[src/rtl/rct_pkg.sv]
// Shared types, constants and helper functions of the range coalescing table.
// Used by every module of the block; depends on nothing.
`timescale 1ns / 1ps

package rct_pkg;

	localparam int ADDR_BITS     = 48;
	localparam int DEPTH_DEFAULT = 16;
	localparam int COUNT_BITS    = 5;
	localparam int QUEUE_DEPTH   = 2;

	typedef logic [ADDR_BITS-1:0] base_t;
	typedef logic [ADDR_BITS:0]   size_t;
	typedef logic [ADDR_BITS+1:0] end_t;
	typedef logic [2:0]           status_t;

	localparam status_t ST_APPEND = 3'd0;
	localparam status_t ST_MERGE1 = 3'd1;
	localparam status_t ST_MERGEN = 3'd2;
	localparam status_t ST_DROP   = 3'd3;
	localparam status_t ST_DUMP   = 3'd4;

	typedef struct packed {
		logic  kind;
		base_t range_base;
		base_t range_size;
	} item_t;

	typedef struct packed {
		status_t               status;
		base_t                 entry_base;
		size_t                 entry_size;
		logic                  entry_valid;
		logic [COUNT_BITS-1:0] entry_count;
		logic                  last;
	} result_t;

	// Command handed from the front to the back through the queue.
	typedef struct packed {
		logic  dump;
		base_t base;
		size_t size;
		end_t  stop;
	} cmd_t;

	// Handshake from the front to the queue; only push and full are driven.
	typedef struct packed {
		logic push;
		logic full;
		logic head_valid;
		logic pop;
	} queue_ctl_t;

	typedef struct packed {
		base_t base;
		size_t size;
	} span_t;

	typedef enum logic [2:0] {
		B_IDLE,
		B_CMP,
		B_ACT,
		B_MERGE,
		B_FIN,
		B_DUMP
	} back_state_t;

	function automatic logic overlap(base_t ab, end_t ae, base_t bb, end_t be);
		logic r;
		r = ((end_t'(ab) <= end_t'(bb)) && (end_t'(bb) < ae)) ||
			((end_t'(bb) <= end_t'(ab)) && (end_t'(ab) < be));
		return r;
	endfunction

	// Union of two ranges; the size wraps to its field width.
	function automatic span_t unite(base_t ab, size_t as, base_t bb, size_t bs);
		end_t  e1;
		end_t  e2;
		base_t lo;
		end_t  hi;
		end_t  diff;
		span_t r;
		e1   = end_t'(ab) + end_t'(as);
		e2   = end_t'(bb) + end_t'(bs);
		lo   = (ab < bb) ? ab : bb;
		hi   = (e1 > e2) ? e1 : e2;
		diff = hi - end_t'(lo);
		r.base = lo;
		r.size = diff[ADDR_BITS:0];
		return r;
	endfunction

endpackage

[src/rtl/rct_queue.sv]
// Short command queue that decouples the front from the back.
// Depends on rct_pkg.
`timescale 1ns / 1ps

module rct_queue
	import rct_pkg::*;
(
	input  logic clk,
	input  logic arst_n,
	input  logic push,
	input  cmd_t push_cmd,
	output logic full,
	output logic head_valid,
	input  logic pop,
	output cmd_t head
);

	localparam int PW = (QUEUE_DEPTH > 1) ? $clog2(QUEUE_DEPTH) : 1;
	localparam int CW = $clog2(QUEUE_DEPTH + 1);

	cmd_t          slot_q [QUEUE_DEPTH];
	logic [PW-1:0] wr_q;
	logic [PW-1:0] rd_q;
	logic [CW-1:0] fill_q;

	assign full       = (fill_q == CW'(QUEUE_DEPTH));
	assign head_valid = (fill_q != '0);
	assign head       = slot_q[rd_q];

	function automatic logic [PW-1:0] bump(logic [PW-1:0] p);
		logic [PW-1:0] r;
		r = (p == PW'(QUEUE_DEPTH - 1)) ? '0 : p + 1'b1;
		return r;
	endfunction

	always_ff @(posedge clk or negedge arst_n) begin
		if (!arst_n) begin
			wr_q   <= '0;
			rd_q   <= '0;
			fill_q <= '0;
		end else begin
			if (push) begin
				wr_q <= bump(wr_q);
			end
			if (pop) begin
				rd_q <= bump(rd_q);
			end
			if (push && !pop) begin
				fill_q <= fill_q + 1'b1;
			end else if (pop && !push) begin
				fill_q <= fill_q - 1'b1;
			end
		end
	end

	always_ff @(posedge clk) begin
		if (push) begin
			slot_q[wr_q] <= push_cmd;
		end
	end

endmodule

[config.mk]
export PLATFORM = sky130hd
export DESIGN_NAME = rct_queue
export DESIGN_NICKNAME = d
export VERILOG_FILES = /design/src/rtl/rct_pkg.sv /design/src/rtl/rct_queue.sv
export SDC_FILE = /design/constraint.sdc
export NUM_CORES = 1
export LEC_CHECK = 0
export BUFFER_PORTS_ARGS = -buffer_cell sky130_fd_sc_hd__buf_2
export CAP_MARGIN = 10
export CELL_PAD_IN_SITES_DETAIL_PLACEMENT = 0
export CELL_PAD_IN_SITES_GLOBAL_PLACEMENT = 2
export CORE_UTILIZATION = 25
export DETAILED_ROUTE_END_ITERATION = 7
export PLACE_DENSITY = 0.66
export SYNTH_ARGS = -nofsm -noshare
export SYNTH_HDL_FRONTEND = slang
export SYNTH_SLANG_ARGS = --single-unit
[constraint.sdc]
create_clock -name clk -period 10.1 [get_ports clk]
set_input_delay 0.505 -clock clk [delete_from_list [all_inputs] [get_ports clk]]
set_output_delay 0.505 -clock clk [all_outputs]
set_load 0.01 [all_outputs]
Word level (Yosys, flattened, before mapping)
Memory sizes are Yosys's and may differ from the RTL's.
Cells that the tools add are included.
Widths: inputs -> output; s select.
{ "word_totals": {"ff_bits": 4, "n_memories": 1, "latchBits": 0, "mem_bits_rw": 296, "rom_bits": 0, "wordCells": 21, "output_inout_bits": 150} }
{ "op_classes": {"order_cmp": 0, "shift": 0, "addsub": 4, "muxes": 6, "div": 0, "n_reduce_logical": 6, "multipliers": 0, "eq_ne": 1, "bitwise": 0} }
{ "memory_table": {"columns": ["memory", "depth", "word_bits", "read_ports", "rd_ports_with_merged_regs", "wr", "line_no", "text"], "rows": [
  ["slot_q", 2, 148, 1, 0, 1, "rct_queue.sv:21", "cmd_t slot_q [QUEUE_DEPTH];"]
]} }
{ "ops": {"columns": ["cell", "count"], "rows": [
  ["$mux 1", 4],
  ["$mux 2", 2],
  ["$reduce_bool 2->1", 2],
  ["$add 1x1->1 const B", 2],
  ["$add 2x1->2 const B", 1],
  ["$eq 2x2->1 const B", 1],
  ["$logic_and 1x1->1", 2],
  ["$logic_not 1->1", 2],
  ["$sub 2x1->2 const B", 1]
]} }

Logic depth before layout (Yosys ltp)
{ "logic_depth": {"depth_word": 4, "mapped_depth": 5, "mapped_depth_nobuf": 5} }

Worst setup path after synthesis
OpenSTA, ideal clock, no wires.
{ "synth_timing": {"path_kind": "register to register", "startpoint": "register wr_q", "endpoint": "memory slot_q[0][0] (netlist bit) (enable)", "arrival_ns": 6.937, "setup_slack_ns": 2.488, "path_stages_with_launch": 2, "required_time_ns": 9.425, "cell_sequence": "dfrtp_1 > nor2b_1"} }
{ "synth_rtl": {"columns": ["element", "line_no", "text"], "rows": [
  ["start: declaration", "rct_queue.sv:22", "logic [PW-1:0] wr_q;"],
  ["start signal: assignment", "rct_queue.sv:43", "wr_q <= bump(wr_q);"],
  ["end: declaration", "rct_queue.sv:21", null]
]} }
Straight into the memory's write port.

==> metrics.sh <==
CRITICAL_PATH.STARTPOINT_TYPE='register'
PATH_CELLS='buf_4 -> mux2_4 -> buf_2'
POWER_PER_CELL_AREA_nW_PER_UM2=281.1
CRITICAL_PATH.SLOWEST_CELL='dfrtp_4'
WHS_PS=163.7
CRITPATHREQUIREDTIME_PS=9600
POSTCTSSETUPREPAIRBUFS=0
PATH_MAX_FANOUT=55
LEAK_nW=5.610
TRITONCTS='built'
GRT_PASS1_VIAS=5762
GRT_PASS1_WL_MICRONS=35450
PORT-BUFFER-COUNT=301
TIMING_WORST_SLEW_PIN_VALUE_PS=1090
SYNTH_LARGEST_TYPE_AREA_FRACTION_PCT=78.69
MIN-DELAY-PATH-CLASS='input port to register'
POWER.SHARE.SEQUENTIAL_PCT=43.0
WORSTSKEWPAIRLATENCY_PS=530
MAX-CAP-VIOLATIONS=0
IR_WORST_VDD_mV=0.1759
CTS_NUM_SINKS=300
FIN_NETS=957
CRITICAL_PATH.TOP_DELAY_FAMILY='buffers and inverters'
SYNTH_ENABLE_FLOP_CELLS=296
YOSYS_REGISTER_BITS=300
SETUP-TNS-FINAL_PS=0
FINALHOLDVIOLCOUNT=0
CELL_TYPES_OCCUPYING_THE_MOST_AREA_AFTER_SYNTHESIS='edfxtp_1 (79%), mux2_4 (13%), mux2_2 (4.7%)'
SLEW_VIOLATIONS=0
DRCVIOLATIONCOUNT=0
SYNTH_WARNINGS=0
SYNTH.YOSYS.SEQ_AREA_SHARE_PCT=79.57
DETAIL_ROUTE.ITER0.VIOLATIONS=167
SYNTH_CELLS=477
INITIAL_CORE_UTIL_PCT=25.43
FIRSTDRTPASSITERS=4
LAYOUT_WORST_PATH_CYCLE_SHARE_PCT=34.04
ROUTE.VIAS.TOTAL=5439
POST_CTS_RESIZE_COUNT=0
DETAIL-ROUTE-ANTENNA-NETS=0
FIN_SKEW_PS=10.31
FINALWEIGHTEDCONGESTION=0.6938
WORST_EP_ARRIVAL_TIME_PS=2930
ROUTED_WIRE_LENGTH_PER_INSTANCE_MICRONS=16.55
DIE_AREA_SQ_UM=46040
TIMING.SETUP.CRITICAL_PATH_CLASS='register to output pin'
BOUNDARYPINS=302
HPWLAFTERDP_MICRONS=15270
FLOW.AREA_GROWTH_FROM_SYNTHESIS_PCT=28.10
LARGEST_NET_DEGREE_AT_THE_START_OF_GLOBAL_ROUTING=67
SYNTH_FF_TYPE='edfxtp_1'
WORST_SLEW_MARGIN_REL_PCT=27.16
FMAX_MHz=290.9
NUM_ROWS=77
DRT_WL_TOTAL_MICRONS=23500
OVERFLOW=0
SYNTHDOMINANTAREACELLTYPE='edfxtp_1'
DIE_Y_MICRONS=214.6
POST_SYNTH_MOST_FREQUENT_CELLS='edfxtp_1 (296), mux2_4 (101), mux2_2 (47), buf_6 (14)'
SYNTH_NETS=630
LAYOUT-DRIVE-GT1-SHARE_PCT=60.63
P_SWITCHING_mW=1.154
NFILLCELLS=4335
TRITONCTS.NUM_BUFFERS=34
FINALCRITICALPERIOD_PS=3438
PART_OF_THE_POWER_IN_COMBINATIONAL_LOGIC_PCT=29.0
DIE_W_MICRONS=214.6
POST-SYNTH-TOP-COUNT-CELL='edfxtp_1'
ANTENNA_CELLS=0
CRITICAL_PATH.MAX_STAGE_DELAY_PS=890
CTSROOTBUFFERMASTER='clkbuf_16'
INITIAL_ANTENNA_VIOLATION_COUNT=2
PWR-SHARE-CLK_PCT=28.0
OUTCOME='finished clean'
HTREEDEPTH=2
SYNTH_CELL_TYPES=14
AVGSYNTHCELLAREA_SQ_UM=23.68
MAX-CLOCK-PATH-BUFFERS=3
MULTI_INPUT_COMB_AREA_SQ_UM=2141
CLK_PIN_SLEW_PS=60
ROUTED_VIA_DENSITY=3.830
SETUP_VIOLATIONS=0
SYNTH_ASYNC_SR_FLOP_SHARE_PCT=1.333
CP_NUM_BUF_INV=2
CRITICAL_PATH.ENDPOINT_TYPE='output pin'
GRT_SETUP_UNREPAIRED='no'
SW_RATIO_PCT=28.37
POST_SYNTHESIS_CELL_AREA_SQ_UM=11300
REGAREA_SQ_UM=8992
HOLD_BUFFERS=1
P_INT_mW=2.914
CORE-AREA_SQ_UM=44410
TRACK_USAGE_PCT=10.12
cell families after synthesis:
group	count (synthesis)	synth area share, %
xor+xnor	5	0.3877
simple gates	5	0.2548
mux	148	18.11
flops	300	79.57
buf+inv	18	1.562
fa+ha+maj	1	0.1107
worst paths after layout:
kind,end,slack [ps],startpoint,cells past startpoint
max,head[74],6660,rd_q,3
min,slot_q[1][108],160,push_cmd[108],1
max reg2reg,slot_q[0][72],7520,wr_q,2
min reg2reg,fill_q[1],500,fill_q[1],1
max in group asynchronous,rd_q,9630,arst_n,2
min in group asynchronous,rd_q,330,arst_n,2
metal layers:
| layer | up-vias | GRT usage, % | part of all wire (%) | wire [microns] |
|---|---|---|---|---|
| li1 | 2557 | - | - | - |
| met1 | 2643 | 11.92 | 42 | 9804 |
| met2 | 192 | 16.36 | 47 | 11140 |
| met3 | 43 | 4.000 | 8.1 | 1894 |
| met4 | 4 | 4.333 | 2.7 | 635 |
| met5 | - | 0 | 0.10 | 24 |
registers in the layout, summed over array words and instances (netlist names):
| register | count |
|---|---|
| fill_q | 2 |
| wr_q | 1 |
| rd_q | 1 |
| slot_q | 296 |
power groups by stage:
stage	clock network, mW	logic, mW	registers (mW)
3_3_place_gp	0	1.21	1.77
2_1_floorplan	0	0.853	1.77
5_1_grt	1.23	1.27	1.78
4_1_cts	1.19	1.22	1.76
6_report	1.14	1.18	1.75
3_5_place_dp	0	1.21	1.78
stage by stage:
| step | instance area [sq um] | std cells | setup WS, ps | power, mW | utilization, % |
|---|---|---|---|---|---|
| finish | 14470 | 1420 | 6662 | 4.068 | 32.58 |
| global route | 14470 | 1420 | 6488 | 4.273 | 32.58 |
| CTS | 14470 | 1420 | 6552 | 4.164 | 32.58 |
| detailed placement | 13430 | 1359 | 7140 | 2.997 | 30.24 |
| global placement | 13430 | 1359 | 7167 | 2.982 | 30.24 |
| floorplan | 11300 | 477 | 2488 | 2.621 | - |
layout make-up:
class,count,share of cell area [%]
Inverter,1,0.02594
Multi-Input combinational cell,159,14.79
Clock inverter,10,0.3891
Timing Repair Buffer,308,10.79
Clock buffer,50,6.736
Sequential cell,300,62.14
Tap cell,592,5.119
placed cells by master, fill, tap and decap left out, drive strengths merged:
| master | synthesis | final |
|---|---|---|
| ha | 1 | 1 |
| and2 | 1 | 1 |
| dlygate4sd3 | 0 | 1 |
| xnor2 | 1 | 1 |
| buf | 17 | 307 |
| xor2 | 4 | 4 |
| dfrtp | 4 | 4 |
| clkbuf | 0 | 50 |
| nor2 | 1 | 1 |
| edfxtp | 296 | 296 |
| clkinv | 0 | 10 |
| mux2 | 148 | 148 |
| inv | 1 | 1 |
| nor2b | 2 | 2 |
| or2 | 1 | 1 |
worst register-to-register path, delay by kind of cell, from the launching register on:
| kind | cells | cell delay [ps] |
|---|---|---|
| AND/OR/NAND/NOR | 1 | 860 |
| buffers and inverters | 1 | 780 |
| flip-flops | 1 | 430 |
Note: power is estimated with default switching activity, not from simulation.
