$ cat config.mk
export PLATFORM = sky130hd
export DESIGN_NAME = rct_front
export DESIGN_NICKNAME = d
export VERILOG_FILES = /design/src/rtl/rct_pkg.sv /design/src/rtl/rct_front.sv
export SDC_FILE = /design/constraint.sdc
export NUM_CORES = 1
export LEC_CHECK = 0
export ABC_AREA = 1
export BUFFER_PORTS_ARGS = -buffer_cell sky130_fd_sc_hd__buf_2
export CORE_ASPECT_RATIO = 0.5
export CORE_MARGIN = 1.5
export CORE_UTILIZATION = 44
export DETAILED_ROUTE_END_ITERATION = 6
export GPL_TIMING_DRIVEN = 1
export PLACE_DENSITY = 0.81
export RECOVER_POWER = 50
export SLEW_MARGIN = 20
export SYNTH_ARGS = -nofsm -noshare
export SYNTH_HDL_FRONTEND = slang
export SYNTH_SLANG_ARGS = --single-unit
$ cat constraint.sdc
create_clock -name clk -period 7.9 [get_ports clk]
set_clock_uncertainty 0.05 [all_clocks]
set_input_delay 1.58 -clock clk [delete_from_list [all_inputs] [get_ports clk]]
set_output_delay 1.58 -clock clk [all_outputs]
set_load 0.01 [all_outputs]
$ cat src/rtl/rct_pkg.sv
// Shared types, constants and helper functions of the range coalescing table.
// Used by every module of the block; depends on nothing.
`timescale 1ns / 1ps

package rct_pkg;

	localparam int ADDR_BITS     = 48;
	localparam int DEPTH_DEFAULT = 16;
	localparam int COUNT_BITS    = 5;
	localparam int QUEUE_DEPTH   = 2;

	typedef logic [ADDR_BITS-1:0] base_t;
	typedef logic [ADDR_BITS:0]   size_t;
	typedef logic [ADDR_BITS+1:0] end_t;
	typedef logic [2:0]           status_t;

	localparam status_t ST_APPEND = 3'd0;
	localparam status_t ST_MERGE1 = 3'd1;
	localparam status_t ST_MERGEN = 3'd2;
	localparam status_t ST_DROP   = 3'd3;
	localparam status_t ST_DUMP   = 3'd4;

	typedef struct packed {
		logic  kind;
		base_t range_base;
		base_t range_size;
	} item_t;

	typedef struct packed {
		status_t               status;
		base_t                 entry_base;
		size_t                 entry_size;
		logic                  entry_valid;
		logic [COUNT_BITS-1:0] entry_count;
		logic                  last;
	} result_t;

	// Command handed from the front to the back through the queue.
	typedef struct packed {
		logic  dump;
		base_t base;
		size_t size;
		end_t  stop;
	} cmd_t;

	// Handshake from the front to the queue; only push and full are driven.
	typedef struct packed {
		logic push;
		logic full;
		logic head_valid;
		logic pop;
	} queue_ctl_t;

	typedef struct packed {
		base_t base;
		size_t size;
	} span_t;

	typedef enum logic [2:0] {
		B_IDLE,
		B_CMP,
		B_ACT,
		B_MERGE,
		B_FIN,
		B_DUMP
	} back_state_t;

	function automatic logic overlap(base_t ab, end_t ae, base_t bb, end_t be);
		logic r;
		r = ((end_t'(ab) <= end_t'(bb)) && (end_t'(bb) < ae)) ||
			((end_t'(bb) <= end_t'(ab)) && (end_t'(ab) < be));
		return r;
	endfunction

	// Union of two ranges; the size wraps to its field width.
	function automatic span_t unite(base_t ab, size_t as, base_t bb, size_t bs);
		end_t  e1;
		end_t  e2;
		base_t lo;
		end_t  hi;
		end_t  diff;
		span_t r;
		e1   = end_t'(ab) + end_t'(as);
		e2   = end_t'(bb) + end_t'(bs);
		lo   = (ab < bb) ? ab : bb;
		hi   = (e1 > e2) ? e1 : e2;
		diff = hi - end_t'(lo);
		r.base = lo;
		r.size = diff[ADDR_BITS:0];
		return r;
	endfunction

endpackage

$ cat src/rtl/rct_front.sv
// Front part: takes input transfers, decodes the kind and precomputes the range end.
// Depends on rct_pkg.
`timescale 1ns / 1ps

module rct_front
	import rct_pkg::*;
(
	input  logic       clk,
	input  logic       arst_n,
	input  logic       item_valid,
	output logic       item_stall,
	input  item_t      item,
	output queue_ctl_t qctl,
	input  logic       q_full,
	output cmd_t       cmd
);

	logic cmd_valid_q;
	cmd_t cmd_q;
	logic accept;

	assign item_stall = cmd_valid_q && q_full;
	assign accept     = item_valid && !item_stall;

	always_comb begin
		qctl            = '0;
		qctl.push       = cmd_valid_q && !q_full;
		qctl.full       = q_full;
	end

	assign cmd = cmd_q;

	always_ff @(posedge clk or negedge arst_n) begin
		if (!arst_n) begin
			cmd_valid_q <= 1'b0;
		end else begin
			cmd_valid_q <= accept || (cmd_valid_q && q_full);
		end
	end

	always_ff @(posedge clk) begin
		if (accept) begin
			cmd_q.dump <= item.kind;
			cmd_q.base <= item.range_base;
			cmd_q.size <= {1'b0, item.range_size};
			cmd_q.stop <= end_t'(item.range_base) + end_t'(item.range_size);
		end
	end

endmodule

# Yosys cells after proc, flatten, opt, wreduce, memory -nomap -nowiden
# Cells that the tools add are included.
[word_totals]
regBits = 148
elab_cells = 12
[op_classes]
add_sub_neg = 1
reduce_logical = 6
[op_table]
columns = ["operator", "count"]
rows = [
  ["48-bit by 48-bit adder with 49-bit output", 1],
  ["1-bit logical AND", 3],
  ["1-bit zero test", 2],
  ["1-bit logical OR", 1],
]

# Logic depth before layout (Yosys ltp)
# Gate-level depths: netlist of the first run.
[depth]
ltp_word = 4
ltp_mapped = 13

# Worst setup path after synthesis of the first run
# OpenSTA, ideal clock, no wires.
[synth_path]
path_kind = "input to register"
from = "input q_full"
to = "register cmd_q (netlist bit cmd[0]), enable pin"
setup_ns = 0.653
arrival_ns = 7.794
required_time_ns = 7.197
setup_slack_ns = -0.597
path_stages = 3
cell_sequence = "nand2_1 > inv_1 > nor2_1"
[synth_between]
elab_chain_cells = 3
[synth_rtl]
columns = ["item", "line_no", "rtl"]
rows = [
  ["start: declaration", "rct_front.sv:14", "input logic q_full,"],
  ["1-bit logical AND", "rct_front.sv:22", "assign item_stall = cmd_valid_q && q_full;"],
  ["net item_stall", "rct_front.sv:11", "output logic item_stall,"],
  ["1-bit zero test", "rct_front.sv:23", "assign accept = item_valid && !item_stall;"],
  ["1-bit logical AND", "rct_front.sv:23", ""],
  ["net accept", "rct_front.sv:20", "logic accept;"],
  ["end: declaration", "rct_front.sv:19", "cmd_t cmd_q;"],
]
# The timed path passes the listed nets, and every way through them passes these cells.
# A chain may end at the register's enable or synchronous reset.

# Worst setup path in the final report of the first run
[layout_path]
from = "input q_full"
to = "output item_stall"
[layout_between]
elab_chain_cells = 1
[layout_rtl]
columns = ["item", "line_no"]
rows = [
  ["1-bit logical AND", "rct_front.sv:22"],
  ["end: declaration", "rct_front.sv:11"],
]
# Every way passes these cells.

==> flow_metrics.py, run 1 <==
metrics = {
    "timing": {
        "fin_crit_sh": 0.460,
        "grt_setup_unrepaired": "false",
        "worst_slew_pin_slew_ns": 1.05,
        "finalMaxSlewViolations": 0,
        "tns_ns": 0,
        "fin_crit_ns": 3.63,
        "fmax_ghz": 0.275,
        "setup_violations": 0,
        "hold_viol": 0,
        "slew-limit-headroom": 0.303,
    },
    "die": {
        "dieArea_um2": 20800,
        "die_width_um": 203,
        "rows": 36,
        "die_height_um": 103,
        "coreArea_um2": 19500,
        "pin_count": 254,
        "initial_utilization": 0.450,
    },
    "layout": {
        "n_antenna_cell": 0,
        "drive_gt1_frac": 0.106,
        "area.sequential_um2": 4410,
        "fin_util": 0.548,
        "syn_to_final_growth_pct": 21.9,
        "nFillCells": 1906,
        "final_area_um2": 10700,
        "multi_input_area_um2": 3500,
        "layoutNonFillerInstCount": 1616,
        "layout.nets": 1489,
    },
    "global_route": {
        "grt_first_pass_wirelength_um": 39200,
        "grt_usage": 0.252,
        "grt_antenna_before_repair": 0,
        "grt_max_degree": 82,
        "first_global_vias": 7303,
        "grt-ovfl-total": 0,
    },
    "clock_network": {
        "cts_setup_buffers": 0,
        "clock-sinks": 147,
        "cts_resized": 0,
        "insertion_delay_ns": 0.42,
        "cts_max_level": 4,
        "cts_tree": "yes",
        "cts_hold_buf": 0,
        "clk_pin_slew_ns": 0.06,
        "clock_path_buffers": 2,
        "cts_root_buf": "clkbuf_16",
        "cts_made_buffers": 17,
    },
    "critical_path": {
        "critPathCaptureType": "output pin",
        "critPathMaxFanout": 3,
        "start_kind": "input pin",
        "cp.required_ns": 6.27,
        "path_class": "input pin to output pin",
        "worstPathArrival_ns": 2.00,
    },
    "place": {
        "hpwl_um": 21400,
        "dpl_cell_area_um2": 10300,
        "dp.cells": 1586,
        "port_buffers": 249,
        "gp_congestion": 0.955,
    },
    "detailed_routing": {
        "routed_wl_um": 26100,
        "drc_errors": 0,
        "wire_per_inst_um": 16.1,
        "ant_nets": 0,
        "vias": 7729,
        "drtIter0Drc": 617,
        "routed_via_density": 4.78,
        "detail_route.first_pass.iterations": 7,
    },
    "yosys": {
        "synth_seq_cells": 147,
        "synth_edf_count": 146,
        "synthFlopType": "edfxtp_1",
        "netlist_area_um2": 8770,
        "synth.avg_cell_area_um2": 8.19,
        "postSynthCellCount": 1071,
        "async_flop_share": 0.00680,
        "yosysSeqAreaShare": 0.503,
        "synth_cell_types": 29,
        "synth_warnings": 0,
    },
    "power": {
        "total_power_mw": 2.23,
        "vdd_drop_max_mv": 0.155,
        "pwr_density_cell_nw_per_um2": 209,
        "total_leakage_power_nw": 5.14,
    },
    "job": {
        "drv_cap": 0,
    },
    "status": {
        "status": "complete, no violations",
    },
    "min_path": {
        "hold_path.class": "register to register",
    },
}
-- cell families (layout without fill, tap and decap cells) --
| group | after synthesis | count (layout) | share of synthesized area |
|---|---|---|---|
| compound gates | 36 | 36 | 0.0225 |
| flops | 147 | 147 | 0.503 |
| buf+inv | 229 | 505 | 0.100 |
| xor+xnor | 25 | 25 | 0.0250 |
| fa+ha+maj | 49 | 49 | 0.0707 |
| simple gates | 584 | 584 | 0.279 |
| other cells | 1 | 4 | 0.000427 |
-- synthesized netlist by cell type, drive strengths merged, types with 3 or more instances --
| library cell | count | share of area |
|---|---|---|
| a21oi | 29 | 0.017 |
| and2 | 3 | 0.0024 |
| buf | 5 | 0.0043 |
| edfxtp | 146 | 0.50 |
| ha | 48 | 0.068 |
| inv | 224 | 0.096 |
| nand2 | 421 | 0.18 |
| nand3 | 45 | 0.029 |
| nand4 | 10 | 0.0071 |
| nor2 | 95 | 0.048 |
| nor3 | 6 | 0.0046 |
| o21bai | 4 | 0.0034 |
| xor2 | 25 | 0.025 |
-- flip-flops by register name, summed over array words and instances (netlist names) --
register,count
cmd,146
cmd_valid_q,1
-- per-layer routing --
metal	part of all wire	vias to the layer above	wire length, um	track usage
met5	0	-	0	0
met4	0.012	0	325	0.0593
met3	0.094	26	2440	0.0762
met2	0.42	303	10900	0.375
met1	0.48	3530	12500	0.362
li1	-	3870	-	-
-- layout by cell type, fill, tap and decap left out, types with 3 or more instances in the layout --
cell	count
a21oi_1	28
buf_2	57
bufinv_16	3
clkbuf_1	192
clkbuf_16	17
clkinv_2	3
clkinv_4	5
conb_1	4
edfxtp_1	146
ha_1	48
inv_1	218
inv_2	6
nand2_1	408
nand2_2	13
nand3_1	39
nand3_2	6
nand4_1	10
nor2_1	71
nor2_2	21
nor2_4	3
nor3_1	4
o21bai_1	4
xor2_1	25
-- stage by stage --
stage | hold slack, ns | setup slack, ns
2_1_floorplan | 0.406 | 1.88
3_3_place_gp | 0.417 | 4.19
3_5_place_dp | 0.451 | 4.20
4_1_cts | 0.464 | 4.27
5_1_grt | 0.509 | 4.21
6_report | 0.451 | 4.27
-- final cells by class --
class                      count  area share
timing repair buffer         251      0.0954
clock inverter                13      0.0153
clock buffer                  17      0.0398
multi-input combinational    698       0.328
tap                          266      0.0311
inverter                     224      0.0786
sequential                   147       0.412
-- worst paths after layout --
kind	end	slack [ns]	cells past startpoint	from
worst max register to register	cmd[134]$_DFFE_PP_	5.99	4	cmd_valid_q$_DFF_PN0_
worst max-delay path	item_stall	4.27	4	q_full
worst min-delay path	cmd_valid_q$_DFF_PN0_	0.45	2	cmd_valid_q$_DFF_PN0_
max in group asynchronous	cmd_valid_q$_DFF_PN0_	6.85	1	arst_n
min in group asynchronous	cmd_valid_q$_DFF_PN0_	0.87	1	arst_n
worst min register to register	cmd_valid_q$_DFF_PN0_	0.45	2	cmd_valid_q$_DFF_PN0_
-- critical path: stages --
cell	delay, ns
buf_2	0.09
nand2_1	0.07
inv_1	0.11
buf_2	0.15
-- report_power, final --
| group | total [mW] | switching, mW | internal (mW) |
|---|---|---|---|
| clock network | 0.824 | 0.331 | 0.493 |
| logic | 0.458 | 0.317 | 0.141 |
| registers | 0.953 | 0.0166 | 0.936 |
(Power assumes the default switching activity.)
==> inputs of run 2 (changes only) <==
--- a/config.mk
+++ b/config.mk
@@ -12,7 +12,7 @@
 export CORE_UTILIZATION = 44
 export DETAILED_ROUTE_END_ITERATION = 6
 export GPL_TIMING_DRIVEN = 1
-export PLACE_DENSITY = 0.81
+export PLACE_DENSITY = 0.78
 export RECOVER_POWER = 50
 export SLEW_MARGIN = 20
 export SYNTH_ARGS = -nofsm -noshare
==> constraint.sdc (replaced) <==
create_clock -name clk -period 3.53 [get_ports clk]
set_clock_uncertainty 0.05 [all_clocks]
set_input_delay 0.706 -clock clk [delete_from_list [all_inputs] [get_ports clk]]
set_output_delay 0.706 -clock clk [all_outputs]
set_load 0.01 [all_outputs]
==> flow_metrics.py, run 2 (synthesis gave the netlist of run 1 again) <==
metrics = {
    "detailed_routing": {
        "wl_met1_um": 12300,
        "routed_wl_um": 25700,
        "met3_wirelength_um": 2540,
        "top_layer": "met4",
        "drtIter0Drc": 552,
        "wl_met2_um": 10600,
        "drc_errors": 0,
        "vias": 7638,
        "routed_via_density": 4.71,
        "wire_per_inst_um": 15.8,
        "detail_route.first_pass.iterations": 5,
        "ant_nets": 0,
    },
    "layout": {
        "drive_gt1_frac": 0.113,
        "n_antenna_cell": 0,
        "final_cell_mix": "nand2_1 (408), inv_1 (218), clkbuf_1 (182)",
        "layout.nets": 1492,
        "syn_to_final_growth_pct": 22.7,
        "largest_reg_flops": 146,
        "mostFrequentLayoutCell": "nand2_1",
    },
    "power": {
        "total_leakage_power_nw": 5.19,
        "comb_power_share": 0.205,
        "swShare": 0.297,
        "pwr_density_cell_nw_per_um2": 466,
        "vdd_drop_max_mv": 0.322,
        "clockPowerShare": 0.370,
        "intPower_mw": 3.53,
        "seqPwrFrac": 0.425,
        "p_sw_mw": 1.49,
    },
    "timing": {
        "worst_slew_pin_slew_ns": 1.87,
        "slew-limit-headroom": -0.251,
        "grt_setup_unrepaired": "false",
        "setup_violations": 0,
        "tns_ns": 0,
        "hold_viol": 0,
        "worst_hold_slack_ns": 0.401,
        "fin_crit_ns": 2.67,
        "finalMaxSlewViolations": 17,
        "fmax_ghz": 0.375,
        "fin_crit_sh": 0.756,
    },
    "critical_path": {
        "cp_num_buf_inv": 3,
        "start_kind": "input pin",
        "worstPathArrival_ns": 2.73,
        "critPathMaxFanout": 44,
        "cp.required_ns": 3.59,
        "critPathSlowestCell": "nor2_1",
        "worstPathCellList": "buf_2, nand2_1, inv_1, nor2_1, buf_12",
        "slowest_delay_ns": 1.37,
        "path_class": "input pin to register",
        "cp_top_family": "simple AND/OR/NAND/NOR gates",
        "critPathCaptureType": "register",
    },
    "job": {
        "drv_cap": 1,
    },
    "status": {
        "violations": "capacitance limit, slew limit",
        "status": "finished, violations left",
    },
    "die": {
        "die_width_um": 203,
        "die_height_um": 103,
        "dieArea_um2": 20800,
        "rows": 36,
        "coreArea_um2": 19500,
        "initial_utilization": 0.450,
        "pin_count": 254,
    },
    "place": {
        "port_buffers": 249,
        "gp_congestion": 0.945,
        "hpwl_um": 21200,
    },
    "global_route": {
        "grt_first_pass_wirelength_um": 37900,
        "grt_max_degree": 47,
        "grt_usage": 0.246,
        "grt_antenna_before_repair": 0,
        "first_global_vias": 6887,
        "grt-ovfl-total": 0,
    },
    "clock_network": {
        "cts_root_buf": "clkbuf_16",
        "cts_tree": "yes",
        "cts_setup_buffers": 0,
        "clk_pin_slew_ns": 0.06,
        "cts_made_buffers": 17,
        "insertion_delay_ns": 0.43,
        "clock-sinks": 147,
        "cts_max_level": 4,
        "clock_path_buffers": 2,
    },
    "min_path": {
        "hold_path.class": "input pin to register",
    },
}
[run 2: cell types whose count changed in the layout (fill, tap and decap cells not counted), sizes merged]
cell	before	now
inv	224	225
clkinv	8	6
buf	59	72
dlygate4sd3	0	1
clkbuf	209	199
clkinvlp	2	3
[run 2: stage by stage]
step / utilization / setup slack, ns / power [mW] / std cells / area (um^2)
4_1_cts: 0.564 / 1.04 / 5.07 / 1620 / 11000
6_report: 0.552 / 0.861 / 5.01 / 1620 / 10800
3_5_place_dp: 0.533 / 0.575 / 3.22 / 1588 / 10400
3_3_place_gp: 0.533 / 0.576 / 3.20 / 1588 / 10400
2_1_floorplan: - / 0.0289 / 2.80 / 1074 / 8790
5_1_grt: 0.552 / 0.705 / 5.24 / 1620 / 10800
[run 2: layout make-up]
cell class	count	area (um^2)
fill	1892	8740
sequential	147	4410
inverter	224	841
clock inverter	13	161
multi-input combinational	698	3500
tap	266	333
clock buffer	18	429
timing repair buffer	254	1090
[run 2: power by group through the flow]
stage / sequential (mW) / clock, mW / combinational [mW]
5_1_grt: 2.14 / 1.95 / 1.15
4_1_cts: 2.13 / 1.87 / 1.06
2_1_floorplan: 2.23 / 0 / 0.570
3_5_place_dp: 2.17 / 0 / 1.05
3_3_place_gp: 2.16 / 0 / 1.04
6_report: 2.13 / 1.85 / 1.03
[run 2: worst reg2reg max path: cells and delay by family, from the launching register on]
kind	cells	cell delay, ns
simple gates	2	1.44
buf+inv	2	0.41
flops	1	0.37
[run 2: timing repair]
item | in CTS | in global routing
hold buffers | 1 | 0
gates resized for setup | 0 | 0
hold endpoints to repair | 1 | 0
[run 2: routing by layer]
layer  up-vias  track usage
met5         -            0
met4         0       0.0615
met3        21       0.0926
met2       267        0.357
met1      3475        0.347
li1       3875            -
[run 2: path summary, 6_finish.rpt]
kind,cells past startpoint,to,startpoint,slack (ns)
max,5,cmd[40]$_DFFE_PP_,q_full,0.86
min,1,cmd[147]$_DFFE_PP_,item[96],0.40
max reg2reg,4,cmd[40]$_DFFE_PP_,cmd_valid_q$_DFF_PN0_,0.87
min reg2reg,2,cmd_valid_q$_DFF_PN0_,cmd_valid_q$_DFF_PN0_,0.44
max in group asynchronous,2,cmd_valid_q$_DFF_PN0_,arst_n,2.80
min in group asynchronous,2,cmd_valid_q$_DFF_PN0_,arst_n,0.54
==> inputs of run 3 (changes only) <==
--- a/config.mk
+++ b/config.mk
@@ -5,14 +5,14 @@
 export SDC_FILE = /design/constraint.sdc
 export NUM_CORES = 1
 export LEC_CHECK = 0
-export ABC_AREA = 1
+export ABC_AREA = 0
 export BUFFER_PORTS_ARGS = -buffer_cell sky130_fd_sc_hd__buf_2
 export CORE_ASPECT_RATIO = 0.5
 export CORE_MARGIN = 1.5
 export CORE_UTILIZATION = 44
 export DETAILED_ROUTE_END_ITERATION = 6
 export GPL_TIMING_DRIVEN = 1
-export PLACE_DENSITY = 0.78
+export PLACE_DENSITY = 0.84
 export RECOVER_POWER = 50
 export SLEW_MARGIN = 20
 export SYNTH_ARGS = -nofsm -noshare
==> constraint.sdc (replaced) <==
create_clock -name clk -period 2.2 [get_ports clk]
set_clock_uncertainty 0.05 [all_clocks]
set_input_delay 0.44 -clock clk [delete_from_list [all_inputs] [get_ports clk]]
set_output_delay 0.44 -clock clk [all_outputs]
set_load 0.01 [all_outputs]
==> flow_metrics.py, run 3 <==
metrics = {
    "die": {
        "pin_count": 254,
        "rows": 32,
        "initial_utilization": 0.458,
        "dieArea_um2": 17100,
        "die_height_um": 93.3,
        "coreArea_um2": 15700,
        "die_width_um": 184,
    },
    "critical_path": {
        "critPathMaxFanout": 3,
        "worstPathCellList": "clkbuf_1, ha_4, nand4_1, or3_1, or3_1, nand2_2, o211ai_1, buf_4, a21o_4, nor2_2, a211oi_2",
        "path_class": "input pin to register",
        "reg2reg_to": "cmd[9]$_DFFE_PP_",
        "ff2ff_path_depth": 3,
        "critPathSlowestCell": "or3_1",
        "path_common_cell": "or3_1",
        "cp.required_ns": 2.32,
        "worstPathArrival_ns": 2.69,
        "rr_startpoint": "cmd_valid_q$_DFF_PN0_",
        "start_kind": "input pin",
        "ff2ff_setup_slack_ns": 0.21,
        "critPathCaptureType": "register",
        "crit_start": "item[16]",
        "slowest_delay_ns": 0.41,
    },
    "layout": {
        "drive_gt1_frac": 0.355,
        "syn_to_final_growth_pct": 50.2,
        "fin_util": 0.687,
        "largest_reg_flops": 146,
        "layoutNonFillerInstCount": 1191,
        "layout.nets": 1106,
        "final_area_um2": 10800,
        "mostFrequentLayoutCell": "clkbuf_1",
        "final_cell_mix": "clkbuf_1 (174), edfxtp_1 (146), buf_4 (142)",
    },
    "clock_network": {
        "clock_path_buffers": 2,
        "insertion_delay_ns": 0.42,
        "clock-sinks": 147,
        "cts_max_level": 4,
        "cts_tree": "yes",
        "clk_pin_slew_ns": 0.06,
        "cts_root_buf": "clkbuf_16",
        "cts_made_buffers": 17,
    },
    "place": {
        "gp_congestion": 0.846,
        "port_buffers": 249,
        "dpl_cell_area_um2": 10000,
        "hpwl_um": 14900,
        "dp.cells": 1140,
    },
    "timing": {
        "setup_violations": 33,
        "finalMaxSlewViolations": 0,
        "fin_crit_sh": 1.17,
        "setup_ws_ns": -0.376,
        "worst_slew_pin_slew_ns": 0.830,
        "fmax_ghz": 0.388,
        "worst_hold_slack_ns": 0.137,
        "slew-limit-headroom": 0.445,
        "hold_viol": 0,
        "grt_setup_unrepaired": "true",
        "fin_crit_ns": 2.58,
    },
    "yosys": {
        "yosysSeqAreaShare": 0.614,
        "synthDominantCellAreaShare": 0.610,
        "synth.avg_cell_area_um2": 13.2,
        "synth_cell_types": 56,
        "synth.area.top_cells": "edfxtp_1 (61%), ha_1 (8.4%), xnor2_1 (3.8%), a21oi_1 (3.6%), a21o_1 (2.4%)",
        "synth_area_leader_cell": "edfxtp_1",
        "yosysMostFrequentCell": "edfxtp_1",
        "synth_warnings": 0,
        "synth_seq_cells": 147,
        "synthFlopType": "edfxtp_1",
        "synth_edf_count": 146,
        "netlist_area_um2": 7180,
        "postSynthCellCount": 544,
        "async_flop_share": 0.00680,
        "synthTopCellsByCount": "edfxtp_1 (146), a21oi_1 (51), ha_1 (48)",
    },
    "status": {
        "violations": "setup timing",
        "status": "finished, violations left",
    },
    "job": {
        "drv_cap": 0,
    },
    "global_route": {
        "first_global_vias": 6250,
        "grt-ovfl-total": 0,
        "grt_usage": 0.233,
        "grt_max_degree": 55,
        "grt_antenna_before_repair": 1,
        "grt_first_pass_wirelength_um": 30500,
    },
    "power": {
        "pwr_density_cell_nw_per_um2": 775,
        "vdd_drop_max_mv": 0.549,
        "total_power_mw": 8.36,
        "total_leakage_power_nw": 4.25,
    },
    "detailed_routing": {
        "drc_errors": 0,
        "detail_route.first_pass.iterations": 7,
        "vias": 6202,
        "wire_per_inst_um": 17.7,
        "drtIter0Drc": 329,
        "routed_wl_um": 21100,
        "routed_via_density": 5.21,
        "ant_nets": 0,
    },
    "min_path": {
        "holdPathEnd": "cmd[147]$_DFFE_PP_",
        "min-delay-start": "item[96]",
        "hold_path.class": "input pin to register",
        "whs_path_depth": 1,
    },
}
==> run 3: logic make-up (layout without fill, tap and decap cells) <==
| logic type | count (synthesis) | after routing | synth area share |
|---|---|---|---|
| buffers and inverters | 28 | 450 | 0.0188 |
| flip-flops | 147 | 147 | 0.614 |
| AO/OA/AOI/OAI | 158 | 158 | 0.150 |
| XOR/XNOR | 45 | 45 | 0.0549 |
| other | 1 | 5 | 0.000522 |
| adder cells (fa/ha/maj) | 49 | 49 | 0.0864 |
| AND/OR/NAND/NOR | 116 | 116 | 0.0754 |
==> run 3: area by class of cell <==
class                           count  area [um^2]
Multi-Input combinational cell    372         3150
Sequential cell                   147         4410
Timing Repair Buffer              408         2320
Clock buffer                       17          425
Inverter                           10         40.0
Fill cell                        1187         4910
Tap cell                          221          277
Antenna cell                        1         2.50
Clock inverter                     15          169
==> run 3: worst max-delay path by stage <==
stage,slack (ns),to
floorplan,-1.04,cmd[0]$_DFFE_PP_
global placement,-0.74,cmd[44]$_DFFE_PP_
detailed placement,-0.80,cmd[44]$_DFFE_PP_
CTS,-0.35,cmd[44]$_DFFE_PP_
global route,-0.42,cmd[44]$_DFFE_PP_
finish,-0.38,cmd[46]$_DFFE_PP_
==> run 3: per-layer routing <==
| metal | vias up | track usage | wire [um] |
|---|---|---|---|
| met3 | 54 | 0.0611 | 1340 |
| met2 | 238 | 0.416 | 10600 |
| met5 | - | 0 | 0 |
| li1 | 2924 | - | - |
| met4 | 0 | 0.0758 | 633 |
| met1 | 2986 | 0.275 | 8440 |
==> run 3: what timing repair did <==
item	CTS	global route
hold buffers	1	0
endpoints found under the hold margin	1	0
cloned	0	0
pin swaps	23	12
gates resized for setup	29	34
buffers inserted	7	10
setup endpoints to repair	31	32
==> run 3: critical path: cells and delay by family <==
family | cells | cell delay [ns]
AOI/OAI and AO/OA | 3 | 0.39
adders and majority gates | 1 | 0.34
buffers and inverters | 2 | 0.35
and+or+nand+nor | 5 | 1.18
==> run 3: metrics by stage <==
step           setup WS (ns)  TNS [ns]
2_1_floorplan          -1.04   -158.07
3_3_place_gp          -0.743    -19.21
3_5_place_dp          -0.795    -21.03
4_1_cts               -0.345     -3.61
5_1_grt               -0.422     -8.35
6_report              -0.376     -6.73
==> run 3: power by group <==
group          switching (mW)  total [mW]  internal [mW]  leakage [nW]
combinational            1.05        1.96          0.911          2.56
sequential             0.0551        3.42           3.37          1.40
clock                    1.27        2.97           1.70         0.285
